File: src/sv/rccf_pkg.sv
// ----------------------------------------------------------------------------
// rccf_pkg
// shared types, constants and helpers of the region clamped camera follow
// ----------------------------------------------------------------------------
package rccf_pkg;

    // table depth default
    localparam int MAX_REGIONS_DEF = 16;

    // field widths
    localparam int COORD_W = 24;
    localparam int EXT_W   = 23;
    localparam int DT_W    = 16;
    localparam int FACT_W  = DT_W + 3;
    localparam int ST_W    = 3;
    localparam int WORD_W  = 30;

    // configuration port
    localparam int CFG_DW = 32;
    localparam int CFG_AW = 3;
    localparam logic REG_VIEW_W = 1'b0;
    localparam logic REG_VIEW_H = 1'b1;

    // status codes
    localparam logic [ST_W-1:0] ST_FOLLOW = 3'd0;
    localparam logic [ST_W-1:0] ST_SNAP   = 3'd1;
    localparam logic [ST_W-1:0] ST_NONE   = 3'd2;
    localparam logic [ST_W-1:0] ST_ADDED  = 3'd3;
    localparam logic [ST_W-1:0] ST_FULL   = 3'd4;

    typedef logic signed [WORD_W-1:0] t_word;

    localparam t_word COORD_MIN = -t_word'(2 ** (COORD_W - 1));
    localparam t_word COORD_MAX = t_word'(2 ** (COORD_W - 1)) - t_word'(1);

    // stored rectangle
    typedef struct packed {
        logic signed [COORD_W-1:0] left;
        logic signed [COORD_W-1:0] top;
        logic [EXT_W-1:0]          width;
        logic [EXT_W-1:0]          height;
    } t_rect;

    // shared unit operations
    typedef enum logic [2:0] {
        ALU_ADD,
        ALU_SUB,
        ALU_MUL,
        ALU_HI,
        ALU_HOLD,
        ALU_CLAMP
    } t_alu_op;

    // two lanes (x and y), three operands each
    typedef struct packed {
        t_alu_op op;
        t_word   ax;
        t_word   bx;
        t_word   cx;
        t_word   ay;
        t_word   by;
        t_word   cy;
    } t_alu_req;

    typedef struct packed {
        t_word rx;
        t_word ry;
        logic  hit;
    } t_alu_rsp;

    // sign extend a coordinate to the working width
    function automatic t_word sx_coord(input logic [COORD_W-1:0] v);
        sx_coord = {{(WORD_W-COORD_W){v[COORD_W-1]}}, v};
    endfunction

    // zero extend an extent to the working width
    function automatic t_word ux_ext(input logic [EXT_W-1:0] v);
        ux_ext = {{(WORD_W-EXT_W){1'b0}}, v};
    endfunction

endpackage

File: src/sv/rccf_alu.sv
// ----------------------------------------------------------------------------
// rccf_alu
// shared two-lane arithmetic unit: add, subtract, multiply, bounds, containment, clamp
// ----------------------------------------------------------------------------
module rccf_alu (
    input  rccf_pkg::t_alu_req i_req,
    output rccf_pkg::t_alu_rsp o_rsp
);

    localparam int PROD_W = 2 * rccf_pkg::WORD_W;
    localparam int SH     = 16;

    // one lane of the unit
    function automatic rccf_pkg::t_word lane(input rccf_pkg::t_alu_op op,
                                             input rccf_pkg::t_word a,
                                             input rccf_pkg::t_word b,
                                             input rccf_pkg::t_word c);
        logic signed [PROD_W-1:0] prod;
        rccf_pkg::t_word          v;
        prod = '0;
        v    = '0;
        unique case (op)
            rccf_pkg::ALU_ADD: v = a + b;
            rccf_pkg::ALU_SUB: v = a - b;
            rccf_pkg::ALU_MUL: begin
                // arithmetic shift floors toward minus infinity
                prod = a * b;
                v    = prod[SH+rccf_pkg::WORD_W-1:SH];
            end
            rccf_pkg::ALU_HI: v = a + b - c;
            rccf_pkg::ALU_HOLD: begin
                v = rccf_pkg::t_word'((a >= b) && (a < b + c));
            end
            rccf_pkg::ALU_CLAMP: begin
                v = a;
                if (v < b) v = b;
                if (v > c) v = c;
                if (v < rccf_pkg::COORD_MIN) v = rccf_pkg::COORD_MIN;
                if (v > rccf_pkg::COORD_MAX) v = rccf_pkg::COORD_MAX;
            end
            default: v = '0;
        endcase
        lane = v;
    endfunction

    rccf_pkg::t_word w_rx;
    rccf_pkg::t_word w_ry;

    assign w_rx = lane(i_req.op, i_req.ax, i_req.bx, i_req.cx);
    assign w_ry = lane(i_req.op, i_req.ay, i_req.by, i_req.cy);

    assign o_rsp.rx  = w_rx;
    assign o_rsp.ry  = w_ry;
    assign o_rsp.hit = w_rx[0] && w_ry[0];

endmodule

File: config.mk
export PLATFORM = sky130hd
export DESIGN_NAME = rccf_alu
export DESIGN_NICKNAME = d
export VERILOG_FILES = /design/src/sv/rccf_pkg.sv /design/src/sv/rccf_alu.sv
export SDC_FILE = /design/constraint.sdc
export NUM_CORES = 2
export LEC_CHECK = 0
export BUFFER_PORTS_ARGS = -buffer_cell sky130_fd_sc_hd__buf_4
export CAP_MARGIN = 20
export CORE_AREA = 4 4 325 327
export DETAILED_ROUTE_END_ITERATION = 7
export DIE_AREA = 0 0 329 331
export GPL_ROUTABILITY_DRIVEN = 1
export GPL_TIMING_DRIVEN = 0
export PLACE_DENSITY = 0.83
export SYNTH_ARGS = -nofsm -noshare
export SYNTH_HDL_FRONTEND = slang
export SYNTH_SLANG_ARGS = --single-unit
File: constraint.sdc
create_clock -name vclk -period 28.9
set_input_delay 5.78 -clock vclk [all_inputs]
set_output_delay 5.78 -clock vclk [all_outputs]
set_load 0.02 [all_outputs]
* After elaboration in Yosys (flattened, before gate mapping)
Cells that the tools add are included.
** Storage, ports and cells
- Input bits :: 183
- Flip-flop bits (word level) :: 0
- Output and inout port bits :: 61
** Operators by class
- Add/sub/neg operators :: 8
- Reductions and logical operators :: 4
- Multiply operators :: 2
- Equality and inequality tests :: 5
- Mux-type cells :: 16
- Magnitude comparators :: 12
** Operator list (count)
- two-way mux 30 bit :: 14
- one-hot mux 30 bit (6 select lines) :: 2
- adder 30 bit :: 4
- less-than comparator 30 bit :: 4
- subtractor 30 bit :: 4
- multiplier 30 x 30 -> 46 bit :: 2
- >= comparator 30 bit :: 2
- > comparator 30 x 24 -> 1 bit (second input constant) :: 2
- > comparator 30 bit :: 2
- less-than comparator 30 x 24 -> 1 bit (second input constant) :: 2
- == test 3 x 2 -> 1 bit (second input constant) :: 2
- == test 3 bit (second input constant) :: 2
- == test 3 x 1 -> 1 bit (second input constant) :: 1
- logical AND 1 bit :: 3
- zero test 3 bit :: 1

* Depth between registers and ports, before layout
- Depth in word-level cells :: 13
- Depth in mapped cells :: 35

* Worst setup path after synthesis
Ideal clock, no wire load.
- Kind :: input to output
- Start :: input i_req[37] (netlist bit)
- End :: output o_rsp[27] (netlist bit)
- Cell stages on the path :: 28
- Data arrival time :: 13.510 ns
- Path slack :: 9.610 ns
- Path through :: clkbuf_1 -> clkbuf_1 -> nand2_1 -> fa_1 -> inv_1 -> fa_1 -> fa_1 -> inv_1 -> fa_1 -> inv_1 -> fa_1 -> inv_1 -> fa_1 -> inv_1 -> fa_1 -> fa_1 -> ha_1 -> a21oi_1 -> nand2_1 -> a221oi_1 -> or3b_2 -> o21ai_2 -> o311ai_1 -> a21bo_2 -> a21o_1 -> a21oi_1 -> mux2i_1 -> or4_1
** RTL lines
- from (decl) :: RTL line rccf_alu.sv:6 : input rccf_pkg::t_alu_req i_req,
- to (decl) :: RTL line rccf_alu.sv:7 : output rccf_pkg::t_alu_rsp o_rsp

==> impl_metrics.csv <==
group,metric,value,unit
finish,nClkBuffers,0,
drt,firstDrtPassIters,8,
drt,via_count,64800,
drt,vias_per_cell,6.54,
sta,relSlewSlack,5.67,%
setup_path,crit_buf_inv,11,
die,ioPinCount,244,
yosys,synthesis.instances,8268,
finish,nets,10900,
flow_run,drv_cap,0,
sta,worst_pin_slew,1.41,ns
worst_hold_path,min-delay-start,"i_req[0]",
die,dieHeight,331,um
sta,fmaxAchievable,42.3,MHz
sta,finalHoldViolations,0,
setup_path,end_kind,"primary output",
worst_hold_path,whs_endpoint,"o_rsp[1]",
worst_hold_path,whs_path_depth,4,
clocking,hold_buffers,0,
setup_path,cp_top_family,"buffers and inverters",
sta,tns,0,ns
sta,setup_viol_count_final,0,
die,die_x,329,um
yosys,ys_seq_area_share,0,%
finish,fill_cells,7864,
yosys,synth.distinct_cells,91,
setup_path,startpoint_type,"input port",
die,start_util,66.5,%
status,violations,"design-rule violations",
placed_design,place.gp.congestion,1.12,
clocking,ctsResizeCount,0,
grt,grt_pass1_vias,67300,
grt,track_usage,54.6,%
sta,rsz0062_at_grt,"false",
setup_path,arrival,17.87,ns
finish,regArea,0,um2
drt,ant_nets,0,
yosys,yosysWarnings,0,
drt,wirelength,297,mm
clocking,postCtsSetupRepairBufs,0,
placed_design,hpwl,252,mm
grt,grt_first_pass_wirelength,430,mm
finish,design.seq.count,0,
grt,grt.overflow.total,0,
setup_path,critical_path.most_common_cell,"clkbuf_1",
placed_design,port_buffers,242,
drt,first_iter_violations,8562,
yosys,syn-cell-area,0.0684,mm2
die,num_rows,118,
grt,grt_start_max_net_pins,14,
yosys,avgSynthCellArea,8.27,um2
setup_path,setup.worst_path.class,"in -> out",
yosys,synth_nets,10600,
setup_path,crit_fanout,10,
sta,post-route-period-util,81.8,%
die,core_area,0.103,mm2
grt,antenna_found_initial,17,
finish,multiInputGateArea,0.0600,mm2
sta,drv_slew,0,
drt,drc_errors,57,
setup_path,cp_data_required_time,23.12,ns
setup_path,slowest_delay,0.85,ns
die,dieArea,0.109,mm2
worst_hold_path,worstHoldPathType,"in -> out",
status,outcome,"complete, but fails checks",
sta,fin_crit,23.65,ns
finish,area_delta_synth_final,5.48,%
drt,avgRoutedWirePerCell,30.0,um
setup_path,crit_slowest_cell,"clkbuf_1",
finish,drive_gt1_share,4.34,%
[cell usage in the layout, fill, tap and decap left out, types with 12 or more instances in the layout]
cell type	netlist	layout
o211ai_1	44	44
inv_1	1792	1792
nand3_1	67	67
nor3_1	65	64
nand2_1	1438	1438
a21o_1	113	113
buf_4	0	243
clkbuf_1	360	358
o221ai_1	15	15
buf_2	22	22
o31ai_1	20	20
diode_2	0	18
o21bai_1	40	40
nand4_1	48	48
nor2_1	289	289
a21oi_1	347	347
ha_1	664	664
nand2b_1	72	72
a31oi_1	40	40
buf_1	35	35
and2_1	263	263
o21a_1	30	30
o22ai_1	27	27
mux2i_1	29	29
or3_1	17	17
a211oi_1	29	29
mux2_2	42	42
nor2b_1	39	39
o31a_1	12	12
a211o_1	18	18
fa_1	1516	1516
and3_1	29	29
xnor2_1	242	242
xor2_1	95	95
o21ai_0	182	182
or2_2	13	13
a221oi_1	19	19
[synth_stat cells, types with 18 or more instances]
master,number,share of area (%)
a211o_1,18,0.23
a211oi_1,29,0.32
a21o_1,113,1.2
a21oi_1,347,2.5
a221oi_1,19,0.24
a31oi_1,40,0.37
and2_1,263,2.4
and3_1,29,0.27
buf_1,35,0.19
buf_2,22,0.16
clkbuf_1,360,2.0
fa_1,1516,44
ha_1,664,12
inv_1,1792,9.8
mux2_2,42,0.69
mux2i_1,29,0.42
nand2_1,1438,7.9
nand2b_1,72,0.66
nand3_1,67,0.49
nand4_1,48,0.44
nor2_1,289,1.6
nor2b_1,39,0.36
nor3_1,65,0.48
o211ai_1,44,0.48
o21a_1,30,0.33
o21ai_0,182,1.3
o21bai_1,40,0.44
o22ai_1,27,0.25
o31ai_1,20,0.22
xnor2_1,242,3.1
xor2_1,95,1.2
[metal layers]
| layer | track usage, % | vias up | share of wire [%] |
|---|---|---|---|
| met4 | 50.3 | 14 | 13 |
| met5 | 0 | - | 0.043 |
| met3 | 20.0 | 1988 | 15 |
| met1 | 61.5 | 31200 | 31 |
| met2 | 81.0 | 5767 | 41 |
| li1 | - | 25800 | - |
[worst max path at each step]
stage / start / end / slack, ns / cells past startpoint
5_1_grt: i_req[60] / o_rsp[17] / 5.28 / 34
2_1_floorplan: i_req[37] / o_rsp[27] / 9.61 / 28
6_report: i_req[60] / o_rsp[17] / 5.25 / 34
4_1_cts: i_req[60] / o_rsp[18] / 5.94 / 34
3_3_place_gp: i_req[60] / o_rsp[18] / 5.97 / 34
3_5_place_dp: i_req[60] / o_rsp[18] / 5.98 / 34
[area by class of cell]
| cell class | instances | area share, % |
|---|---|---|
| timing repair buffer | 252 | 2.73 |
| inverter | 1794 | 9.33 |
| multi-input combinational | 6054 | 83.2 |
| tap | 1380 | 2.39 |
| antenna | 18 | 0.0624 |
| buffer | 420 | 2.26 |
[kinds of logic (layout without fill, tap and decap cells)]
group	count (synthesis)	in the layout	share of synthesized area [%]
and+or+nand+nor	2384	2384	15.4
buffers and inverters	2214	2466	12.2
adders and majority gates	2180	2180	56.5
AOI/OAI and AO/OA	1076	1076	10.3
xor gates and xnor gates	338	338	4.35
muxes	76	76	1.27
other	0	18	0
[stage by stage]
stage | setup WS [ns] | instance area [um2] | std cells | util (%) | hold WS (ns)
6_report | 5.25 | 72100 | 9918 | 70.1 | 12.06
5_1_grt | 5.28 | 72100 | 9902 | 70.1 | 12.10
4_1_cts | 5.94 | 71900 | 9891 | 69.9 | 12.06
3_5_place_dp | 5.98 | 71900 | 9891 | 69.9 | 12.05
3_3_place_gp | 5.97 | 71900 | 9890 | 69.9 | 12.05
2_1_floorplan | 9.61 | 68400 | 8268 | - | 11.79
