### config.mk
export PLATFORM = sky130hd
export DESIGN_NAME = rccf_cfg
export DESIGN_NICKNAME = d
export VERILOG_FILES = /design/src/sv/rccf_pkg.sv /design/src/sv/rccf_cfg.sv
export SDC_FILE = /design/constraint.sdc
export NUM_CORES = 1
export LEC_CHECK = 0
export BUFFER_PORTS_ARGS = -buffer_cell sky130_fd_sc_hd__buf_2
export CAP_MARGIN = 15
export CORE_MARGIN = 3
export CORE_UTILIZATION = 48
export DETAILED_ROUTE_END_ITERATION = 7
export PLACE_DENSITY = 0.95
export REMOVE_ABC_BUFFERS = 1
export SETUP_SLACK_MARGIN = 0.2
export SLEW_MARGIN = 5
export SYNTH_ARGS = -nofsm -noshare
export SYNTH_HDL_FRONTEND = slang
export SYNTH_SLANG_ARGS = --single-unit
### constraint.sdc
create_clock -name i_clk -period 2.1 [get_ports i_clk]
set_input_delay 0.105 -clock i_clk [delete_from_list [all_inputs] [get_ports i_clk]]
set_output_delay 0.105 -clock i_clk [all_outputs]
set_load 0.02 [all_outputs]
### src/sv/rccf_pkg.sv
// ----------------------------------------------------------------------------
// rccf_pkg
// shared types, constants and helpers of the region clamped camera follow
// ----------------------------------------------------------------------------
package rccf_pkg;

    // table depth default
    localparam int MAX_REGIONS_DEF = 16;

    // field widths
    localparam int COORD_W = 24;
    localparam int EXT_W   = 23;
    localparam int DT_W    = 16;
    localparam int FACT_W  = DT_W + 3;
    localparam int ST_W    = 3;
    localparam int WORD_W  = 30;

    // configuration port
    localparam int CFG_DW = 32;
    localparam int CFG_AW = 3;
    localparam logic REG_VIEW_W = 1'b0;
    localparam logic REG_VIEW_H = 1'b1;

    // status codes
    localparam logic [ST_W-1:0] ST_FOLLOW = 3'd0;
    localparam logic [ST_W-1:0] ST_SNAP   = 3'd1;
    localparam logic [ST_W-1:0] ST_NONE   = 3'd2;
    localparam logic [ST_W-1:0] ST_ADDED  = 3'd3;
    localparam logic [ST_W-1:0] ST_FULL   = 3'd4;

    typedef logic signed [WORD_W-1:0] t_word;

    localparam t_word COORD_MIN = -t_word'(2 ** (COORD_W - 1));
    localparam t_word COORD_MAX = t_word'(2 ** (COORD_W - 1)) - t_word'(1);

    // stored rectangle
    typedef struct packed {
        logic signed [COORD_W-1:0] left;
        logic signed [COORD_W-1:0] top;
        logic [EXT_W-1:0]          width;
        logic [EXT_W-1:0]          height;
    } t_rect;

    // shared unit operations
    typedef enum logic [2:0] {
        ALU_ADD,
        ALU_SUB,
        ALU_MUL,
        ALU_HI,
        ALU_HOLD,
        ALU_CLAMP
    } t_alu_op;

    // two lanes (x and y), three operands each
    typedef struct packed {
        t_alu_op op;
        t_word   ax;
        t_word   bx;
        t_word   cx;
        t_word   ay;
        t_word   by;
        t_word   cy;
    } t_alu_req;

    typedef struct packed {
        t_word rx;
        t_word ry;
        logic  hit;
    } t_alu_rsp;

    // sign extend a coordinate to the working width
    function automatic t_word sx_coord(input logic [COORD_W-1:0] v);
        sx_coord = {{(WORD_W-COORD_W){v[COORD_W-1]}}, v};
    endfunction

    // zero extend an extent to the working width
    function automatic t_word ux_ext(input logic [EXT_W-1:0] v);
        ux_ext = {{(WORD_W-EXT_W){1'b0}}, v};
    endfunction

endpackage

### src/sv/rccf_cfg.sv
// ----------------------------------------------------------------------------
// rccf_cfg
// apb register file holding the viewport size
// ----------------------------------------------------------------------------
module rccf_cfg (
    input  logic                          i_clk,
    input  logic                          i_rst_n,
    input  logic                          psel,
    input  logic                          penable,
    input  logic                          pwrite,
    input  logic [rccf_pkg::CFG_AW-1:0]   paddr,
    input  logic [rccf_pkg::CFG_DW-1:0]   pwdata,
    output logic [rccf_pkg::CFG_DW-1:0]   prdata,
    output logic                          pready,
    output logic [rccf_pkg::EXT_W-1:0]    o_view_w,
    output logic [rccf_pkg::EXT_W-1:0]    o_view_h
);

    logic [rccf_pkg::EXT_W-1:0] r_view_w;
    logic [rccf_pkg::EXT_W-1:0] r_view_h;
    logic                       w_wr;

    assign pready = 1'b1;
    assign w_wr   = psel && penable && pwrite;

    // register writes
    always_ff @(posedge i_clk) begin
        if (!i_rst_n) begin
            r_view_w <= rccf_pkg::EXT_W'(81920);
            r_view_h <= rccf_pkg::EXT_W'(46080);
        end else if (w_wr) begin
            unique case (paddr[2])
                rccf_pkg::REG_VIEW_W: r_view_w <= pwdata[rccf_pkg::EXT_W-1:0];
                rccf_pkg::REG_VIEW_H: r_view_h <= pwdata[rccf_pkg::EXT_W-1:0];
                default: ;
            endcase
        end
    end

    // read back
    always_comb begin
        unique case (paddr[2])
            rccf_pkg::REG_VIEW_W:
                prdata = {{(rccf_pkg::CFG_DW-rccf_pkg::EXT_W){1'b0}}, r_view_w};
            rccf_pkg::REG_VIEW_H:
                prdata = {{(rccf_pkg::CFG_DW-rccf_pkg::EXT_W){1'b0}}, r_view_h};
            default: prdata = '0;
        endcase
    end

    assign o_view_w = r_view_w;
    assign o_view_h = r_view_h;

endmodule

# After elaboration in Yosys (flattened, before gate mapping)

Index checks and enable logic that the tools add are counted.

Muxes and demuxes: 1
Bitwise logic cells: 1
Reductions and logical operators: 4

Operator list:

| cell              | number |
|---|---|
| $pmux 32 s2       | 1 |
| $reduce_and 2->1  | 2 |
| $logic_and 1x1->1 | 2 |
| $not 1->1         | 1 |

Register bits after elaboration: 46
Input port bits: 40
Output and inout bits: 79
Word-level logic and storage cells: 8

# Logic depth before layout (Yosys ltp)

Depth in word-level cells: 3
Mapped depth: 5

# Least setup slack after synthesis

No wires, ideal clock.

Kind: input-to-reg
From: in paddr[2] (netlist bit)
To: reg r_view_w, in the netlist o_view_w[0]
Arrival: 912 ps
Data required time: 2028 ps
Setup slack: 1116 ps
Stages: 5
Buffers on the path: 3
Cells stage by stage: buf_4 -> and4b_1 -> buf_6 -> buf_12 -> mux2i_1

Word-level cells in the longest chain between the ends: 2

RTL lines:

| what                              | line           | RTL |
|---|---|---|
| from (decl)                       | rccf_cfg.sv:11 | `input logic [rccf_pkg::CFG_AW-1:0] paddr,` |
| $not 1->1 (no source line)        | -              |  |
| $reduce_and 2->1 (no source line) | -              |  |
| to (signal assigned)              | rccf_cfg.sv:29 | `r_view_w <= rccf_pkg::EXT_W'(81920);` |
| to (signal assigned)              | rccf_cfg.sv:33 | `rccf_pkg::REG_VIEW_W: r_view_w <= pwdata[rccf_pkg::EXT_W-1:0];` |
| to (decl)                         | rccf_cfg.sv:19 | `logic [rccf_pkg::EXT_W-1:0] r_view_w;` |

Every way passes these cells.
A chain may end at the register's enable or synchronous reset.

# Worst setup path in the final report

From: in paddr[2] (netlist bit)
To: out prdata[5] (netlist bit)

Word-level cells in the longest chain between the ends: 2

RTL lines:

| what                       | line           | RTL |
|---|---|---|
| $not 1->1 (no source line) | -              |  |
| $pmux 32 s2 *              | rccf_cfg.sv:42 | `unique case (paddr[2])` |
| to (decl)                  | rccf_cfg.sv:13 | `output logic [rccf_pkg::CFG_DW-1:0] prdata,` |

Every way passes the cells marked *; elsewhere a longest branch is shown, timed or not. The select of a mux whose other input is x is not followed.

==> flow_summary.html <==
<table>
<tr><th>Metric</th><th>Value</th></tr>
<tr><th colspan="2">Synthesis</th></tr>
<tr><td>Synth warnings</td><td>0</td></tr>
<tr><td>Adder-cell share of the synthesized area</td><td>0</td></tr>
<tr><td>Leading cell types by total area after synthesis</td><td>sky130_fd_sc_hd__dfxtp_1 42%, sky130_fd_sc_hd__mux2i_1 21%, sky130_fd_sc_hd__mux2_2 12%</td></tr>
<tr><td>Register area share after synthesis</td><td>0.4232</td></tr>
<tr><td>Area share of the largest cell type after synthesis</td><td>0.4232</td></tr>
<tr><td>Post-synth top flop</td><td>sky130_fd_sc_hd__dfxtp_1</td></tr>
<tr><td>Cell Area, Synth</td><td>2176 µm²</td></tr>
<tr><td>Synth Area in Simple Gates</td><td>0.1547</td></tr>
<tr><td>Count of flip-flops with a built-in enable after synthesis</td><td>0</td></tr>
<tr><td>Most common cell in the netlist</td><td>sky130_fd_sc_hd__nand2_1</td></tr>
<tr><td>Yosys top cell by area</td><td>sky130_fd_sc_hd__dfxtp_1</td></tr>
<tr><td>Synthesized-area fraction occupied by ao, oa, aoi and oai cells</td><td>0</td></tr>
<tr><td>Cells after synthesis</td><td>221</td></tr>
<tr><td>Most numerous cell types in the synthesized netlist</td><td>63 x sky130_fd_sc_hd__nand2_1, 46 x sky130_fd_sc_hd__dfxtp_1, 46 x sky130_fd_sc_hd__mux2i_1, 23 x sky130_fd_sc_hd__mux2_2, 13 x sky130_fd_sc_hd__buf_4</td></tr>
<tr><td>Largest family of logic cells by synthesized area</td><td>multiplexers</td></tr>
<tr><td>Count of cell types in the netlist</td><td>14</td></tr>
<tr><td>Avg Synthesized Cell Area</td><td>9.845 µm²</td></tr>
<tr><td>Post-synth ARST share</td><td>0</td></tr>
<tr><td>Portion of netlist area occupied by mux cells</td><td>0.3306</td></tr>
<tr><td>Synthesized-area fraction occupied by xor and xnor cells</td><td>0</td></tr>
<tr><td>Yosys reg bits</td><td>46</td></tr>
<tr><th colspan="2">Detailed routing</th></tr>
<tr><td>Detailed-routed wire length on met3</td><td>379 µm</td></tr>
<tr><td>Number of nets with antenna violations after detailed routing</td><td>0</td></tr>
<tr><td>Detailed Route WL</td><td>4706 µm</td></tr>
<tr><td>DRT Pass-1 Iters</td><td>5</td></tr>
<tr><td>First-iteration detailed-routing DRC count</td><td>41</td></tr>
<tr><td>Met1 layer wirelength in the final routing</td><td>1948 µm</td></tr>
<tr><td>Via count</td><td>1765</td></tr>
<tr><td>Number of remaining DRC errors</td><td>0</td></tr>
<tr><td>Via-per-instance ratio</td><td>4.862</td></tr>
<tr><td>Total met2 wirelength after detailed routing</td><td>2341 µm</td></tr>
<tr><td>Uppermost signal routing layer after detailed routing</td><td>met4</td></tr>
<tr><td>Wire length per cell after detailed routing</td><td>12.96 µm</td></tr>
<tr><th colspan="2">Global routing</th></tr>
<tr><td>Overall routing resource usage</td><td>0.1721</td></tr>
<tr><td>First-pass GRT wire length</td><td>7300 µm</td></tr>
<tr><td>Total congestion overflow after global routing</td><td>0</td></tr>
<tr><td>Pin count of the biggest net entering global routing</td><td>42</td></tr>
<tr><td>Number of antenna violations at the first check in global routing</td><td>0</td></tr>
<tr><td>Number of global-route vias before repair</td><td>1626</td></tr>
<tr><th colspan="2">Worst setup path</th></tr>
<tr><td>Required arrival time at the worst endpoint</td><td>2.00 ns</td></tr>
<tr><td>Critical-path cell list</td><td>buf_2 &gt; buf_4 &gt; mux2_2 &gt; buf_2</td></tr>
<tr><td>Worst path max stage delay</td><td>0.36 ns</td></tr>
<tr><td>Data arrival time of the critical path</td><td>1.08 ns</td></tr>
<tr><td>Slowest CP cell</td><td>sky130_fd_sc_hd__mux2_2</td></tr>
<tr><td>CP bufs+invs</td><td>3</td></tr>
<tr><td>Crit-path most repeated cell</td><td>sky130_fd_sc_hd__buf_2</td></tr>
<tr><td>Critical path capture point type</td><td>output port</td></tr>
<tr><td>CP Launch Type</td><td>input pin</td></tr>
<tr><td>Largest fanout on the critical path</td><td>14</td></tr>
<tr><td>Cell family with the largest share of critical-path delay</td><td>buffers and inverters</td></tr>
<tr><td>Crit Path Class</td><td>in2out</td></tr>
<tr><th colspan="2">Layout</th></tr>
<tr><td>Final core utilization</td><td>0.6516</td></tr>
<tr><td>Multi-input logic area</td><td>1094 µm²</td></tr>
<tr><td>Number of antenna cells inserted</td><td>0</td></tr>
<tr><td>Sequential standard cell area</td><td>920.9 µm²</td></tr>
<tr><td>Layout cells sized above 1</td><td>0.4185</td></tr>
<tr><td>Area growth syn-to-layout</td><td>24.96%</td></tr>
<tr><td>Layout net count</td><td>352</td></tr>
<tr><td>Number of filler cells placed in the layout</td><td>348</td></tr>
<tr><th colspan="2">Power</th></tr>
<tr><td>Pwr Density</td><td>651.3 nW/µm²</td></tr>
<tr><td>Leakage power of the design</td><td>1.367 nW</td></tr>
<tr><td>Peak supply drop</td><td>0.4036 mV</td></tr>
<tr><th colspan="2">CTS</th></tr>
<tr><td>Clock sink count</td><td>46</td></tr>
<tr><td>Worst-path clk slew</td><td>0.08 ns</td></tr>
<tr><td>Count of buffers added by post-CTS timing repair for setup</td><td>0</td></tr>
<tr><td>Total clock buffers created by CTS</td><td>5</td></tr>
<tr><td>Maximum number of buffers from clock root to sink</td><td>2</td></tr>
<tr><td>Cell chosen for the clock root</td><td>sky130_fd_sc_hd__clkbuf_8</td></tr>
<tr><td>CTS H-tree lvls</td><td>2</td></tr>
<tr><td>Hold Buf Count CTS</td><td>0</td></tr>
<tr><td>Insertion delay to the later sink of the worst-skew pair</td><td>0.28 ns</td></tr>
<tr><td>Post-CTS Resized</td><td>0</td></tr>
<tr><td>TritonCTS clock tree</td><td>yes</td></tr>
<tr><th colspan="2">STA</th></tr>
<tr><td>RSZ-0062 raised after global routing</td><td>no</td></tr>
<tr><td>Final count of pins violating max slew</td><td>0</td></tr>
<tr><td>Final critical-path required period</td><td>1.186 ns</td></tr>
<tr><td>Finish-stage setup viols</td><td>0</td></tr>
<tr><td>Slew Limit Headroom</td><td>0.5654</td></tr>
<tr><td>Skew final</td><td>0 ns</td></tr>
<tr><td>Final count of hold timing violations</td><td>0</td></tr>
<tr><td>Final total negative setup slack</td><td>0 ns</td></tr>
<tr><td>Worst-margin pin slew</td><td>0.6520 ns</td></tr>
<tr><td>Share of the cycle needed by the critical path after routing</td><td>0.5649</td></tr>
<tr><td>Max Freq</td><td>0.8429 GHz</td></tr>
<tr><th colspan="2">Floorplanning</th></tr>
<tr><td>Initial Util</td><td>0.5214</td></tr>
<tr><td>Core region area</td><td>4173 µm²</td></tr>
<tr><td>Die height</td><td>73.33 µm</td></tr>
<tr><td># rows</td><td>23</td></tr>
<tr><td>DIE WIDTH</td><td>73.33 µm</td></tr>
<tr><td>Area of the die</td><td>5377 µm²</td></tr>
<tr><td>Top-level I/O count</td><td>119</td></tr>
<tr><th colspan="2">Placed design</th></tr>
<tr><td>Detailed Place HPWL</td><td>3551 µm</td></tr>
<tr><td>Gp weighted congestion</td><td>0.7615</td></tr>
<tr><td>Input/output buffers</td><td>97</td></tr>
<tr><th colspan="2">Run</th></tr>
<tr><td>MaxCap Viol Count</td><td>0</td></tr>
<tr><th colspan="2">Worst hold path</th></tr>
<tr><td>Class of the worst hold path</td><td>in2reg</td></tr>
<tr><th colspan="2">Status</th></tr>
<tr><td>Outcome</td><td>finished, final reports clean</td></tr>
</table>
-- per-stage QoR --
stage | setup WS (ns) | cell area [µm²] | hold slack, ns | cells | total power, W
floorplan | 0.7178 | 2014 | 0.2471 | 203 | 0.001057
global placement | 0.8404 | 2613 | 0.3676 | 355 | 0.001159
detailed placement | 0.7764 | 2613 | 0.3777 | 355 | 0.001166
CTS | 0.8954 | 2719 | 0.06599 | 363 | 0.001796
global route | 0.8668 | 2719 | 0.07334 | 363 | 0.001842
finish | 0.9136 | 2719 | 0.07729 | 363 | 0.001771
-- kinds of logic after synthesis --
kind of cell,after synthesis
multiplexers,69
flip-flops,46
buffers and inverters,26
other,2
AND/OR/NAND/NOR,78
-- registers in the layout, indices dropped and copies added (netlist names) --
signal	flops
o_view_w	23
o_view_h	23
-- layout by cell type, fill, tap and decap left out, types with 2 or more instances in the layout --
cell and count:
sky130_fd_sc_hd__buf_2 97, sky130_fd_sc_hd__nand2_1 63, sky130_fd_sc_hd__mux2i_1 46, sky130_fd_sc_hd__dfxtp_1 46
sky130_fd_sc_hd__mux2_2 23, sky130_fd_sc_hd__nor2b_1 12, sky130_fd_sc_hd__conb_1 10, sky130_fd_sc_hd__clkbuf_8 5
sky130_fd_sc_hd__buf_4 4, sky130_fd_sc_hd__clkbuf_1 2
-- cell type report --
class	count	share of cell area
Timing Repair Buffer	102	0.1970
Clock inverter	1	0.01104
Tap cell	50	0.02301
Clock buffer	7	0.02807
Sequential cell	46	0.3387
Multi-Input combinational cell	157	0.4022
-- tightest hold or removal path, delay by kind of cell --
family | cells | cell delay (ns)
AND/OR/NAND/NOR | 1 | 0.05
buffers and inverters | 1 | 0.10
multiplexers | 1 | 0.06
-- path summary, 6_finish.rpt --
check	startpoint	to	slack [ns]	cells after the start
min reg2reg	o_view_w[1]	o_view_w[1]	0.47	2
max	paddr[2]	prdata[5]	0.91	4
min	pwdata[14]	o_view_h[14]	0.08	3
max reg2reg	o_view_w[14]	o_view_w[14]	1.44	2
-- layer usage --
metal | vias to the layer above | GRT usage
met3 | 5 | 0.03967
met4 | 0 | 0.05231
met5 | - | 0
met1 | 800 | 0.1981
met2 | 72 | 0.3138
li1 | 888 | -
-- power breakdown --
part           internal [W]  total (W)  switching [W]
clock              0.000356   0.000627       0.000271
sequential         0.000891   0.000904      0.0000134
combinational     0.0000941   0.000239       0.000145
Note: power is estimated with default switching activity, not from simulation.
