===== src/sv/rccf_pkg.sv =====
// ----------------------------------------------------------------------------
// rccf_pkg
// shared types, constants and helpers of the region clamped camera follow
// ----------------------------------------------------------------------------
package rccf_pkg;

    // table depth default
    localparam int MAX_REGIONS_DEF = 16;

    // field widths
    localparam int COORD_W = 24;
    localparam int EXT_W   = 23;
    localparam int DT_W    = 16;
    localparam int FACT_W  = DT_W + 3;
    localparam int ST_W    = 3;
    localparam int WORD_W  = 30;

    // configuration port
    localparam int CFG_DW = 32;
    localparam int CFG_AW = 3;
    localparam logic REG_VIEW_W = 1'b0;
    localparam logic REG_VIEW_H = 1'b1;

    // status codes
    localparam logic [ST_W-1:0] ST_FOLLOW = 3'd0;
    localparam logic [ST_W-1:0] ST_SNAP   = 3'd1;
    localparam logic [ST_W-1:0] ST_NONE   = 3'd2;
    localparam logic [ST_W-1:0] ST_ADDED  = 3'd3;
    localparam logic [ST_W-1:0] ST_FULL   = 3'd4;

    typedef logic signed [WORD_W-1:0] t_word;

    localparam t_word COORD_MIN = -t_word'(2 ** (COORD_W - 1));
    localparam t_word COORD_MAX = t_word'(2 ** (COORD_W - 1)) - t_word'(1);

    // stored rectangle
    typedef struct packed {
        logic signed [COORD_W-1:0] left;
        logic signed [COORD_W-1:0] top;
        logic [EXT_W-1:0]          width;
        logic [EXT_W-1:0]          height;
    } t_rect;

    // shared unit operations
    typedef enum logic [2:0] {
        ALU_ADD,
        ALU_SUB,
        ALU_MUL,
        ALU_HI,
        ALU_HOLD,
        ALU_CLAMP
    } t_alu_op;

    // two lanes (x and y), three operands each
    typedef struct packed {
        t_alu_op op;
        t_word   ax;
        t_word   bx;
        t_word   cx;
        t_word   ay;
        t_word   by;
        t_word   cy;
    } t_alu_req;

    typedef struct packed {
        t_word rx;
        t_word ry;
        logic  hit;
    } t_alu_rsp;

    // sign extend a coordinate to the working width
    function automatic t_word sx_coord(input logic [COORD_W-1:0] v);
        sx_coord = {{(WORD_W-COORD_W){v[COORD_W-1]}}, v};
    endfunction

    // zero extend an extent to the working width
    function automatic t_word ux_ext(input logic [EXT_W-1:0] v);
        ux_ext = {{(WORD_W-EXT_W){1'b0}}, v};
    endfunction

endpackage


===== src/sv/rccf_table.sv =====
// ----------------------------------------------------------------------------
// rccf_table
// region table memory, one write and one registered read port
// ----------------------------------------------------------------------------
module rccf_table #(
    parameter int DEPTH = rccf_pkg::MAX_REGIONS_DEF,
    parameter int AW    = (DEPTH > 1) ? $clog2(DEPTH) : 1
) (
    input  logic            i_clk,
    input  logic            i_we,
    input  logic [AW-1:0]   i_waddr,
    input  rccf_pkg::t_rect i_wdata,
    input  logic [AW-1:0]   i_raddr,
    output rccf_pkg::t_rect o_rdata
);

    rccf_pkg::t_rect r_mem [DEPTH];
    rccf_pkg::t_rect r_rdata;

    // write port
    always_ff @(posedge i_clk) begin
        if (i_we) begin
            r_mem[i_waddr] <= i_wdata;
        end
    end

    // registered read port
    always_ff @(posedge i_clk) begin
        r_rdata <= r_mem[i_raddr];
    end

    assign o_rdata = r_rdata;

endmodule


===== config.mk =====
export PLATFORM = sky130hd
export DESIGN_NAME = rccf_table
export DESIGN_NICKNAME = d
export VERILOG_FILES = /design/src/sv/rccf_pkg.sv /design/src/sv/rccf_table.sv
export SDC_FILE = /design/constraint.sdc
export NUM_CORES = 1
export LEC_CHECK = 0
export ABC_AREA = 1
export BUFFER_PORTS_ARGS = -buffer_cell sky130_fd_sc_hd__buf_2
export CORE_MARGIN = 4
export CORE_UTILIZATION = 45
export DETAILED_ROUTE_END_ITERATION = 10
export HOLD_SLACK_MARGIN = 0.12
export PLACE_DENSITY_LB_ADDON = 0.08
export SYNTH_ARGS = -nofsm -noshare
export SYNTH_HDL_FRONTEND = slang
export SYNTH_SLANG_ARGS = --single-unit

===== constraint.sdc =====
create_clock -name i_clk -period 8.45 [get_ports i_clk]
set_input_delay 1.69 -clock i_clk [delete_from_list [all_inputs] [get_ports i_clk]]
set_output_delay 1.69 -clock i_clk [all_outputs]
set_load 0.005 [all_outputs]

# ---- After elaboration in Yosys (flattened, before gate mapping)
# Memories as Yosys holds them, arrays and structs flattened. A register that Yosys moved wholly into a read port is not among the register bits.
# Index checks and enable logic that the tools add are counted.
# Widths: inputs -> output; s select.
dict set report classes {
  mux 2
}
# op count
set ops {}
lappend ops {{$mux 1} 2}
dict set report word_totals {
  ff_bits 0
  ram_bits 1504
  input_bits 104
  out_inout_bits 94
  wordCells 3
  mem_count 1
}
# memory words width read_ports rd_ports_with_merged_regs wr line
set mem_list {}
lappend mem_list {r_mem 16 94 1 1 1 rccf_table.sv:17} ;# rccf_pkg::t_rect r_mem [DEPTH];

# ---- Logic depth before layout (Yosys ltp)
# Gate-level depths: netlist of run 1.
dict set report logic_depth {
  ltp_word 2
  depth_mapped 10
  mapped_depth_nobuf 7
}

# ---- Worst setup path after synthesis of run 1
# Ideal clock, no wire load.
dict set report synth_timing {
  path_type {input to register}
  from {input port i_waddr[2]}
  to {memory r_mem[10][0] in the netlist's numbering (enable)}
  setup_ns 0.548
  arrival_time_ns 5.821
  required_time_ns 7.902
  setup_slack_ns 2.081
  path_stages 2
  path_buffers 0
  path_cell_list {nand3b_1 > nor2_1}
}
# item line
set synth_lines {}
lappend synth_lines {{from (decl)} rccf_table.sv:11} ;# input logic [AW-1:0] i_waddr,
lappend synth_lines {{to (decl)} rccf_table.sv:17}
# No word-level cell before the write port.

==> results.txt, run 1 <==
----------------------------------------------------
[Outcome]
  Result of the run ... finished, final reports clean

[Pwr]
  Part of the power in combinational logic ... 5.7%
  Power, Total ... 0.0170 W
  Portion of total power attributed to the clock network ... 41.9%
  Sequential share of power ... 52.5%
  Switching portion of total power ... 22.2%
  Power Internal ... 0.0132 W
  Reported net switching power ... 0.00378 W
  Peak supply drop ... 0.177 mV
  Total leakage power ... 31.4 nW
  Areal power density over the cells ... 230 nW/um^2

[Floorplan]
  Height of the die ... 391 um
  Initial Utilization ... 45.3%
  Standard-cell row count ... 140
  Number of primary I/O pins ... 198
  Width of the die ... 391 um
  Core ar. ... 146000 sq um
  Die area ... 153000 sq um

[Timing]
  RSZ-0062 raised after global routing ... no
  Number of setup violations in the final report ... 0
  F_max ... 251 MHz
  Final number of max-transition violations ... 0
  Hold violation count in the final report ... 0
  Total Negative Setup Slacks ... 0 ns
  Slew margin rel. ... 23.3%
  Ratio of final minimum period to clock period ... 47.2%
  Min Clock Period, post-route ... 3.98 ns
  Worst Skew ... 0.0225 ns
  Tightest Pin Transition ... 1.15 ns
  Worst hold slack ... 0.647 ns

[Synth]
  Instance count of the mapped netlist ... 6171
  Total of flip-flops plus latches after synthesis ... 1598
  Netlist Area Pre-Place ... 66000 sq um
  Synthesized area per cell ... 10.7 sq um
  Mapped Nets ... 6275
  Proportion of synthesized chip area in sequential cells ... 71.2%
  Number of warnings issued by yosys ... 0
  Count of unique library cells instantiated by Yosys ... 13

[Final layout]
  Most frequent standard cell in the layout excluding fill and tap cells ... sky130_fd_sc_hd__nand2_1
  Area used by multi-input combinational logic ... 13300 sq um
  Most frequent cells in the layout ... sky130_fd_sc_hd__nand2_1, sky130_fd_sc_hd__edfxtp_1, sky130_fd_sc_hd__inv_1
  Area of all sequential standard cells ... 47000 sq um
  Area added between synthesis and finish ... 12.0%
  Share of the core filled with cells ... 50.7%
  Fraction of layout cells with a size suffix above 1 ... 7.87%
  Filler-free cell count of the finished design ... 8364
  Final Net Count ... 6389
  Filler instances ... 13041

[Clock tree]
  Clock tree from TritonCTS ... done
  Library cell used as clock root buffer ... sky130_fd_sc_hd__clkbuf_16
  Clock edge transition at the registers on the reported setup and hold paths ... 0.06 ns
  CTS sink count ... 1598
  H-Tree Depth ... 4
  Post-CTS Hold Fix Bufs ... 0
  Max Root-Sink Buffers ... 3
  CTS-repair resized insts ... 0
  Clock insertion delay at the later pin of the skew report ... 0.79 ns
  Number of CTS-inserted buffers ... 170
  Number of buffers added for setup after CTS ... 0

[Drt]
  Total number of vias ... 41812
  Post-route antenna net violation count ... 0
  WL/cell ... 20.5 um
  DRT Pass-1 Iters ... 7
  # DRC ... 0
  Number of DRC markers in iteration 0 ... 3295
  Total detailed-routing wirelength ... 171 mm
  Ratio of routed vias to standard cells ... 5.00

[Critical path]
  Worst EP arrival ... 4.71 ns
  Setup crit end kind ... flip-flop
  Critical-path cell with the highest stage delay ... sky130_fd_sc_hd__buf_4
  Crit Reg-Reg Startpoint ... r_mem[1][49]
  Crit path from ... i_raddr[1]
  Sum of buffers and inverters on the critical path ... 3
  Critical Path, Cell by Cell ... buf_8 > buf_4 > buf_4 > nand3_1 > nand3_1 > nand3_1 > nand2_1
  Kind of cell adding the most delay to the critical path ... buffers and inverters
  Dominant cell type by count on the critical path ... sky130_fd_sc_hd__nand3_1
  Critical path start-end classification ... in -> reg
  Required time of the critical path ... 9.17 ns
  Crit-path max FO ... 112
  Startpoint class of the critical path ... input port
  Largest stage delay on the critical path ... 0.91 ns

[Global routing]
  Via count of the first global-routing pass ... 39562
  Initial antenna violation count ... 30
  Global-route wire length before repair ... 254 mm
  Largest net degree at the start of global routing ... 174
  Global-route usage over all layers ... 22.3%
  Remaining global-route overflow ... 0

[Hold path]
  Startpoint of the tightest hold check path ... r_mem[11][81]
  Tightest Hold Check Type ... reg -> reg

[Placed design]
  DP Wirelength ... 75.3 mm
  Count of input and output buffers ... 197
  Post-Place Cells ... 8030
  Final RePlAce weighted congestion ... 0.721

[Flow run]
  Maxcap violations ... 0

----------------------------------------------------
[Yosys cell counts]
cell type / count / area, sq um
sky130_fd_sc_hd__buf_4: 30 / 225
sky130_fd_sc_hd__buf_1: 12 / 45.0
sky130_fd_sc_hd__nand3_1: 1129 / 5650
sky130_fd_sc_hd__inv_1: 1131 / 4250
sky130_fd_sc_hd__nor2_1: 17 / 63.8
sky130_fd_sc_hd__inv_2: 3 / 11.3
sky130_fd_sc_hd__clkbuf_1: 54 / 203
sky130_fd_sc_hd__buf_2: 211 / 1060
sky130_fd_sc_hd__nand2_1: 1979 / 7430
sky130_fd_sc_hd__dfxtp_1: 94 / 1880
sky130_fd_sc_hd__nand3b_1: 2 / 15.0
sky130_fd_sc_hd__buf_6: 5 / 56.3
sky130_fd_sc_hd__edfxtp_1: 1504 / 45200
[layout make-up]
class | count | share of cell area, %
Antenna cell | 15 | 0.0508
Clock buffer | 264 | 6.65
Clock inverter | 55 | 0.545
Inverter | 1134 | 5.79
Multi-Input combinational cell | 3127 | 18.0
Sequential cell | 1598 | 63.6
Tap cell | 1917 | 3.24
Timing Repair Buffer | 254 | 2.16
[final timing paths]
kind / cells after the start / end / slack, ns
hold / removal: 6 / o_rdata[81] / 0.65
hold reg to reg: 6 / o_rdata[81] / 0.65
setup / recovery: 7 / o_rdata[87] / 4.47
setup reg to reg: 6 / o_rdata[49] / 7.37
[metal layers]
layer	vias up	part of all wire, %	GRT usage [%]
li1	20166	-	-
met1	20363	46	32.0
met2	1018	46	35.4
met3	253	5.7	3.55
met4	12	2.2	6.11
met5	-	0.040	0
[worst min-delay path: stages (launching register included)]
cell                       delay (ns)
sky130_fd_sc_hd__edfxtp_1        0.32
sky130_fd_sc_hd__nand2_1         0.05
sky130_fd_sc_hd__nand2_1         0.05
sky130_fd_sc_hd__nand2_1         0.04
sky130_fd_sc_hd__nand3_1         0.05
sky130_fd_sc_hd__nand3_1         0.06
sky130_fd_sc_hd__nand2_1         0.05
[state kept, by name, summed over array words and instances, names as in the netlist]
signal / count
o_rdata: 94
r_mem: 1504
[power groups by stage]
stage | logic (W) | clock network [W] | registers, W
after floorplan | 0.000571 | 0 | 0.00909
after global placement | 0.000973 | 0 | 0.00910
after detailed placement | 0.000980 | 0 | 0.00910
after CTS | 0.000984 | 0.00728 | 0.00893
after global routing | 0.00109 | 0.00761 | 0.00894
final | 0.000968 | 0.00712 | 0.00893
[logic make-up after synthesis]
group,Yosys count,share of synthesized area [%]
buffers and inverters,1446,8.85
DFF,1598,71.2
and+or+nand+nor,3127,19.9
[through the flow]
step | instance area, sq um | worst slack, ns
after floorplan | 66000 | 2.08
after global routing | 73900 | 4.31
after CTS | 73900 | 4.55
after detailed placement | 68600 | 3.71
after global placement | 68600 | 3.73
final | 74000 | 4.47
Note: power is estimated with default switching activity, not from simulation.
==> run 2, diff against run 1 <==
==> constraint.sdc (replaced) <==
create_clock -name i_clk -period 3.65 [get_ports i_clk]
set_input_delay 0.73 -clock i_clk [delete_from_list [all_inputs] [get_ports i_clk]]
set_output_delay 0.73 -clock i_clk [all_outputs]
set_load 0.005 [all_outputs]
==> results.txt, run 2 (synthesis results as in run 1) <==
----------------------------------------------------
[Critical path]
  Crit-path max FO ... 1
  Critical Path, Cell by Cell ... buf_2
  Setup crit end kind ... output pin
  Worst EP arrival ... 1.49 ns
  Largest stage delay on the critical path ... 0.52 ns
  Critical-path cell with the highest stage delay ... sky130_fd_sc_hd__dfxtp_1
  Sum of buffers and inverters on the critical path ... 1
  Crit Reg-Reg Startpoint ... r_mem[9][4]
  R2r worst-path depth ... 6
  Startpoint class of the critical path ... flip-flop
  Capture point of the worst reg-to-reg path ... o_rdata[4]
  Required time of the critical path ... 2.92 ns
  Kind of cell adding the most delay to the critical path ... flip-flops
  Slack of the worst reg-to-reg path ... 2.50 ns
  Critical path start-end classification ... reg -> out

[Clock tree]
  Number of buffers added for setup after CTS ... 0
  CTS-repair resized insts ... 0
  Number of CTS-inserted buffers ... 173
  CTS sink count ... 1598
  Post-CTS Hold Fix Bufs ... 0
  Max Root-Sink Buffers ... 3
  Clock tree from TritonCTS ... done
  Clock insertion delay at the later pin of the skew report ... 0.80 ns
  H-Tree Depth ... 4
  Clock edge transition at the registers on the reported setup and hold paths ... 0.06 ns
  Library cell used as clock root buffer ... sky130_fd_sc_hd__clkbuf_16

[Final layout]
  Largest register by flop count ... r_mem
  Most frequent standard cell in the layout excluding fill and tap cells ... sky130_fd_sc_hd__nand2_1
  Flip-flop count of the largest register, all copies and words added ... 1504
  Area added between synthesis and finish ... 13.8%
  Filler-free cell count of the finished design ... 8410
  Most frequent cells in the layout ... sky130_fd_sc_hd__nand2_1, sky130_fd_sc_hd__edfxtp_1, sky130_fd_sc_hd__inv_1
  Final Net Count ... 6441
  Fraction of layout cells with a size suffix above 1 ... 8.79%

[Global routing]
  Global-route usage over all layers ... 22.2%
  Global-route wire length before repair ... 256 mm
  Via count of the first global-routing pass ... 40595
  Largest net degree at the start of global routing ... 141
  Initial antenna violation count ... 17
  Remaining global-route overflow ... 0

[Timing]
  Worst Skew ... 0.0217 ns
  Ratio of final minimum period to clock period ... 60.8%
  Number of setup violations in the final report ... 0
  RSZ-0062 raised after global routing ... no
  F_max ... 451 MHz
  Final number of max-transition violations ... 0
  Slew margin rel. ... 37.6%
  Tightest Pin Transition ... 0.936 ns
  Min Clock Period, post-route ... 2.22 ns
  Hold violation count in the final report ... 0

[Placed design]
  Final RePlAce weighted congestion ... 0.746
  Count of input and output buffers ... 197
  Post-Place Cells ... 8079
  DP Wirelength ... 84.8 mm

[Pwr]
  Portion of total power attributed to the clock network ... 42.3%
  Switching portion of total power ... 22.4%
  Power, Total ... 0.0400 W
  Sequential share of power ... 51.7%
  Peak supply drop ... 0.365 mV
  Areal power density over the cells ... 532 nW/um^2
  Power Internal ... 0.0310 W
  Reported net switching power ... 0.00896 W
  Total leakage power ... 31.9 nW
  Part of the power in combinational logic ... 6.0%

[Floorplan]
  Core ar. ... 146000 sq um
  Number of primary I/O pins ... 198
  Die area ... 153000 sq um
  Standard-cell row count ... 140
  Initial Utilization ... 45.3%
  Height of the die ... 391 um
  Width of the die ... 391 um

[Drt]
  DRT Pass-1 Iters ... 5
  Number of DRC markers in iteration 0 ... 3377
  Total number of vias ... 42102
  # DRC ... 0
  Ratio of routed vias to standard cells ... 5.01
  Total detailed-routing wirelength ... 170 mm
  Post-route antenna net violation count ... 0
  WL/cell ... 20.2 um

[Hold path]
  Number of cells traversed by the worst hold path ... 1
  Tightest Hold Check Type ... in -> reg
  Worst hold path endpoint ... r_mem[13][78]
  Startpoint of the tightest hold check path ... i_wdata[78]

[Flow run]
  Maxcap violations ... 0

[Outcome]
  Result of the run ... finished, final reports clean

----------------------------------------------------
## run 2: cell types whose count changed in the layout (fill, tap and decap cells not counted), moves of 6 or more
cell,delta
sky130_fd_sc_hd__buf_12,+55
sky130_fd_sc_hd__buf_4,-6
sky130_fd_sc_hd__clkbuf_1,-10
sky130_fd_sc_hd__clkbuf_8,+10
sky130_fd_sc_hd__diode_2,-6
## run 2: through the flow
step                      setup TNS [ns]  instance area, sq um  worst slack [ns]  util [%]  hold WS (ns)
after floorplan                  -318.10                 66100            -0.243         -         0.607
after global placement                 0                 69700             0.960      47.8         0.630
after detailed placement               0                 69700             0.934      47.8         0.631
after CTS                              0                 75200              1.39      51.6         0.244
after global routing                   0                 75200              1.36      51.6         0.277
final                                  0                 75200              1.43      51.6         0.313
## run 2: cell type report
class | count | area [sq um]
multi-input combinational | 3127 | 13300
clock buffer | 263 | 4990
sequential | 1598 | 47000
inverter | 1134 | 4280
timing repair buffer | 303 | 2660
antenna | 9 | 22.5
fill | 12858 | 70600
tap | 1917 | 2400
clock inverter | 59 | 503
## run 2: worst max-delay path by stage
stage	end	from	slack [ns]	depth (start not counted)
floorplan	r_mem[4][0]	i_waddr[3]	-0.24	2
global placement	r_mem[11][18]	i_waddr[2]	0.96	4
detailed placement	r_mem[11][18]	i_waddr[2]	0.93	4
CTS	o_rdata[93]	o_rdata[93]	1.39	1
global route	o_rdata[93]	o_rdata[93]	1.36	1
finish	o_rdata[93]	o_rdata[93]	1.43	1
## run 2: routing by layer
layer / share of wire [%] / up-vias / track usage [%]
met2: 47 / 1074 / 35.5
met1: 46 / 20500 / 31.9
met3: 5.8 / 219 / 3.78
li1: - / 20305 / -
met4: 1.7 / 4 / 5.09
met5: 0.016 / - / 0
## run 2: power groups by stage
| stage | Combinational [W] | Clock (W) | Sequential (W) |
|---|---|---|---|
| floorplan | 0.00133 | 0 | 0.0210 |
| global placement | 0.00239 | 0 | 0.0211 |
| detailed placement | 0.00241 | 0 | 0.0211 |
| CTS | 0.00242 | 0.0173 | 0.0207 |
| global route | 0.00266 | 0.0181 | 0.0207 |
| finish | 0.00238 | 0.0169 | 0.0207 |
